`src/rtl/vau_pkg.sv`:
```
// Shared types, constants and saturation helpers for the 3D vector ALU.
// Used by every module of the block; depends on nothing.
package vau_pkg;

  localparam int DATA_W   = 32;
  localparam int FRAC_W   = 16;
  localparam int PROD_W   = 2 * DATA_W;
  localparam int LANES    = 3;
  localparam int SQRT_LAT = DATA_W;
  localparam int QUO_W    = DATA_W + FRAC_W;
  localparam int DIV_LAT  = QUO_W;

  typedef logic signed [DATA_W-1:0] data_t;
  typedef logic signed [PROD_W-1:0] prod_t;

  typedef enum logic [3:0] {
    MODE_ADD   = 4'd0,
    MODE_SUB   = 4'd1,
    MODE_NEG   = 4'd2,
    MODE_SCALE = 4'd3,
    MODE_DIV   = 4'd4,
    MODE_DOT   = 4'd5,
    MODE_CROSS = 4'd6,
    MODE_PROJ  = 4'd7,
    MODE_REJ   = 4'd8,
    MODE_NORM  = 4'd9
  } mode_t;

  localparam logic [1:0] ST_OK   = 2'd0;
  localparam logic [1:0] ST_DIVZ = 2'd1;
  localparam logic [1:0] ST_SAT  = 2'd2;

  localparam prod_t VMAX = (prod_t'(1) <<< (DATA_W - 1)) - prod_t'(1);
  localparam prod_t VMIN = -VMAX - prod_t'(1);

  typedef struct packed {
    logic [3:0] mode;
    data_t      ax;
    data_t      ay;
    data_t      az;
    data_t      bx;
    data_t      by;
    data_t      bz;
    data_t      factor;
  } cmd_t;

  typedef struct packed {
    data_t      rx;
    data_t      ry;
    data_t      rz;
    data_t      scalar_out;
    logic [1:0] status;
  } res_t;

  typedef struct packed {
    logic  flag;
    data_t val;
  } sat_t;

  typedef struct packed {
    logic [3:0]            mode;
    data_t [LANES-1:0]     a;
    data_t [LANES-1:0]     b;
    data_t                 fac;
    data_t [LANES-1:0]     r;
    data_t                 scal;
    logic                  satf;
    data_t                 ad;
    data_t                 dd;
    logic                  divz;
    logic [LANES-1:0]      neg;
  } side_t;

  function automatic prod_t wide(input data_t x);
    return prod_t'(x);
  endfunction

  function automatic sat_t sat_data(input prod_t x);
    sat_t s;
    if (x > VMAX) begin
      s.flag = 1'b1;
      s.val  = data_t'(VMAX);
    end else if (x < VMIN) begin
      s.flag = 1'b1;
      s.val  = data_t'(VMIN);
    end else begin
      s.flag = 1'b0;
      s.val  = data_t'(x);
    end
    return s;
  endfunction

endpackage

```
`src/rtl/vau_sqrt.sv`:
```
// Pipelined integer square root, one root bit per stage.
// Depends on vau_pkg.
module vau_sqrt (
  input  logic                        clk,
  input  logic                        en,
  input  logic [vau_pkg::PROD_W-1:0]  val,
  output logic [vau_pkg::DATA_W-1:0]  root
);
  import vau_pkg::*;

  localparam int REM_W = DATA_W + 2;

  logic [REM_W-1:0]  rem  [SQRT_LAT];
  logic [DATA_W-1:0] rt   [SQRT_LAT];
  logic [PROD_W-1:0] rest [SQRT_LAT];

  for (genvar k = 0; k < SQRT_LAT; k++) begin : g_stage
    logic [REM_W-1:0]  s_rem;
    logic [DATA_W-1:0] s_rt;
    logic [PROD_W-1:0] s_rest;
    logic [REM_W+1:0]  shifted;
    logic [REM_W+1:0]  trial;
    logic              ge;

    if (k == 0) begin : g_first
      assign s_rem  = '0;
      assign s_rt   = '0;
      assign s_rest = val;
    end else begin : g_next
      assign s_rem  = rem[k-1];
      assign s_rt   = rt[k-1];
      assign s_rest = rest[k-1];
    end

    assign shifted = {s_rem, s_rest[PROD_W-1 -: 2]};
    assign trial   = {2'b00, s_rt, 2'b01};
    assign ge      = shifted >= trial;

    always_ff @(posedge clk) begin
      if (en) begin
        rem[k]  <= ge ? REM_W'(shifted - trial) : REM_W'(shifted);
        rt[k]   <= {s_rt[DATA_W-2:0], ge};
        rest[k] <= s_rest << 2;
      end
    end
  end

  assign root = rt[SQRT_LAT-1];

endmodule

```
`config.mk`:
```
export PLATFORM = sky130hd
export DESIGN_NAME = vau_sqrt
export DESIGN_NICKNAME = d
export VERILOG_FILES = /design/src/rtl/vau_pkg.sv /design/src/rtl/vau_sqrt.sv
export SDC_FILE = /design/constraint.sdc
export NUM_CORES = 2
export LEC_CHECK = 0
export ABC_CLOCK_PERIOD_IN_PS = 3400
export BUFFER_PORTS_ARGS = -buffer_cell sky130_fd_sc_hd__clkbuf_2
export CORE_AREA = 2 2 526 528
export CTS_CLUSTER_DIAMETER = 80
export CTS_CLUSTER_SIZE = 28
export DETAILED_ROUTE_END_ITERATION = 12
export DIE_AREA = 0 0 528 530
export PLACE_DENSITY_LB_ADDON = 0.05
export SLEW_MARGIN = 20
export SYNTH_ARGS = -nofsm -noshare
export SYNTH_HDL_FRONTEND = slang
export SYNTH_MEMORY_MAX_BITS = 65536
export SYNTH_SLANG_ARGS = --single-unit
export TNS_END_PERCENT = 20
```
`constraint.sdc`:
```
create_clock -name clk -period 3.4 [get_ports clk]
set_input_delay 0.17 -clock clk [delete_from_list [all_inputs] [get_ports clk]]
set_output_delay 0.17 -clock clk [all_outputs]
set_load 0.02 [all_outputs]
```
==> flow_summary.json <==
{
  "synthCells": 9113,
  "place_congestion": 0.9388,
  "synth_top_cell_area_share_pct": 64.43,
  "r2r-end": "rem[1][407]",
  "layout.nets": 10730,
  "cp.buffers_inverters": 2,
  "grt_pass1_wl_mm": 401.3,
  "fillCellCount": 23820,
  "cts_tree": "built",
  "vdd_drop_max_mv": 0.3712,
  "final_cell_mix": "edfxtp_1, buf_4, inv_1",
  "crit_chain": "ha_1, a21o_1, a31o_2, a221oi_4, buf_4, o21ai_0, buf_4, a31o_2, o2bb2ai_2, a311o_1, nor4_2, xor2_1",
  "power.total_w": 0.08365,
  "setup_viol_count_final": 0,
  "hold_violations": 0,
  "grt.busiest_layer": "met2",
  "drc": 0,
  "critPathMaxStageDelay_ps": 400,
  "use_met3_pct": 2.180,
  "met1_usage_pct": 19.47,
  "clock-sinks": 2523,
  "fin_area_sq_um": 136500,
  "firstDrtPassIters": 7,
  "report.final.slew_viol_count": 0,
  "slew_headroom_pct": 45.37,
  "rsz0062_at_grt": "true",
  "synth-edff-count": 2523,
  "worst_slew_pin_slew_ps": 819.4,
  "finalCritPeriodShare_pct": 98.91,
  "drive_gt1_share_pct": 14.51,
  "hp-class": "in2reg",
  "path_clk_slew_ps": 90,
  "syn-num-nets": 9741,
  "worstPathMaxFanout": 4,
  "drt-initial-drc-count": 4028,
  "fmax_mhz": 297.4,
  "cts_made_buffers": 158,
  "startpoint": "rem[1][347]",
  "required_ps": 3990,
  "yosysSeqAreaShare_pct": 64.43,
  "port_buffers": 97,
  "startpoint_type": "flop",
  "async_flop_share_pct": 0,
  "postRouteAntennaNets": 0,
  "grt_use_total_pct": 18.07,
  "clock_skew_ps": 47.37,
  "root_buffer": "clkbuf_16",
  "wl_per_cell_microns": 18.63,
  "vias_per_cell": 5.254,
  "tns_ps": 0,
  "power_per_cell_area_nw_per_um2": 613.0,
  "rr_startpoint": "rem[1][347]",
  "synth_ff_type": "edfxtp_1",
  "grt_remaining_overflow": 0,
  "grt_use_met2_pct": 34.68,
  "worst_hold_slack_ps": 104.0,
  "core_area_sq_um": 274800,
  "dr_total_vias": 72640,
  "initial_utilization_pct": 42.79,
  "min_period_ps": 3363,
  "syn_avg_cell_area_sq_um": 12.90,
  "place_area_sq_um": 128300,
  "cp_top_family": "compound AO/OA/AOI/OAI gates",
  "min_path_cells": 2,
  "pin_count": 98,
  "min_to": "rest[0][32]",
  "grt_pass1_vias": 74510,
  "p_leak_nw": 52.43,
  "rr_worst_depth": 12,
  "worstHoldStart": "val[32]",
  "rows": 193,
  "dp_hpwl_mm": 191.2,
  "critPathKind": "reg2reg",
  "synth_seq_cells": 2523,
  "insertion_delay_ps": 870,
  "yosysWarnings": 0,
  "drt_wl_total_mm": 257.5,
  "synth_top_area_cell": "edfxtp_1",
  "synth_area_leaders": "edfxtp_1, ha_1, xor2_1",
  "layout_commonest_cell": "edfxtp_1",
  "die_w_microns": 528,
  "grt_antenna_before_repair": 2,
  "area_growth_pct": 16.04,
  "crit_path_end_kind": "flop",
  "max_cap_violations": 0,
  "r2r_slack_ps": 40,
  "outcome": "finished, final reports clean",
  "grt_max_degree": 102,
  "die_y_microns": 530,
  "crit_path_top_delay_cell": "edfxtp_1",
  "cts_max_level": 4,
  "cts.path.max_buffers": 4,
  "netlist_area_sq_um": 117600,
  "die_area_sq_um": 279800,
  "worstPathArrival_ps": 3950,
  "yosysUniqueCellTypes": 87
}
[cells by family (layout without fill, tap and decap cells)]
| kind of cell | count (synthesis) | count (layout) | share of synthesized area (%) |
|---|---|---|---|
| xor+xnor | 842 | 842 | 6.271 |
| simple gates | 2382 | 2382 | 10.06 |
| compound gates | 1848 | 1849 | 9.717 |
| other cells | 1 | 3 | 0.003189 |
| mux | 76 | 76 | 0.7161 |
| flops | 2523 | 2523 | 64.43 |
| buf+inv | 879 | 1983 | 2.828 |
| fa+ha+maj | 562 | 562 | 5.980 |
[synthesized netlist by cell type (all sizes together) (11+ instances only)]
cell type	number
nand2b	123
a31oi	48
a21boi	13
ha	562
and3	56
nand2	642
o21bai	47
nand4b	23
nor2	551
or3	95
o2111ai	11
o211ai	35
nand4	82
a31o	15
o21a	112
a2111oi	17
a21oi	551
a211oi	51
nor2b	82
xor2	447
a21o	217
nand3b	18
inv	693
or2	43
nor4b	12
nor3	239
o31a	15
buf	24
or4	63
mux2	65
edfxtp	2523
a211o	26
a221oi	15
xnor2	395
nand3	145
and2	23
o31ai	53
mux2i	11
o21ai	519
and4	14
nor4	133
clkbuf	160
a22oi	11
[power breakdown]
group	internal (W)	total [W]	switching, W
clock network	0.00992	0.0213	0.0114
registers	0.0392	0.0417	0.00240
logic	0.00927	0.0207	0.0114
total	0.0584	0.0836	0.0252
[worst reg2reg max path, cell delays in order (launching register included)]
cell       delay (ps)
edfxtp_1          400
ha_1              360
a21o_1            200
a31o_2            230
a221oi_4          300
buf_4             160
o21ai_0            90
buf_4             170
a31o_2            320
o2bb2ai_2         170
a311o_1           390
nor4_2            190
xor2_1            110
[cell type report]
cell class / instances / area (sq um) / share of cell area, %
antenna: 2 / 5.005 / 0.003668
clock buffer: 173 / 4159 / 3.048
clock inverter: 104 / 1277 / 0.9362
inverter: 695 / 2623 / 1.922
multi-input combinational: 5712 / 39680 / 29.08
sequential: 2523 / 75760 / 55.52
tap: 3607 / 4513 / 3.307
timing repair buffer: 1011 / 8436 / 6.182
[metal layers]
layer	vias to the layer above	wire length, microns
met3	542	7560
met5	-	0
met1	35320	97920
met2	1115	138200
li1	35670	-
met4	0	13900
[state kept, by name (all words and copies together) (netlist names)]
| register | cells |
|---|---|
| rem | 1003 |
| rt | 528 |
| rest | 992 |
[through the flow]
stage / worst slack [ps] / std cells / utilization (%)
floorplan: -61.49 / 9113 / -
global placement: -267.2 / 13390 / 46.69
detailed placement: -275.2 / 13390 / 46.69
CTS: -57.38 / 13800 / 49.26
global route: -130.2 / 13830 / 49.65
finish: 37.01 / 13830 / 49.66
[worst max path at each step]
stage | slack, ps | cells past startpoint | to
finish | 40 | 12 | rem[1][407]
global route | -130 | 12 | rem[1][407]
detailed placement | -280 | 12 | rem[1][407]
CTS | -60 | 11 | rem[1][59]
floorplan | -60 | 11 | rem[0][389]
global placement | -270 | 9 | rem[1][203]
[timing repair]
action                                  4_1_cts  5_1_grt
cloned                                        0        4
resized for setup                            61      201
hold endpoints to repair                    159        0
buffers inserted                              3       24
pin swaps                                    15       44
endpoints found under the setup margin      231      463
hold buffers                                127        0
Power figures use the tool's default switching activity.
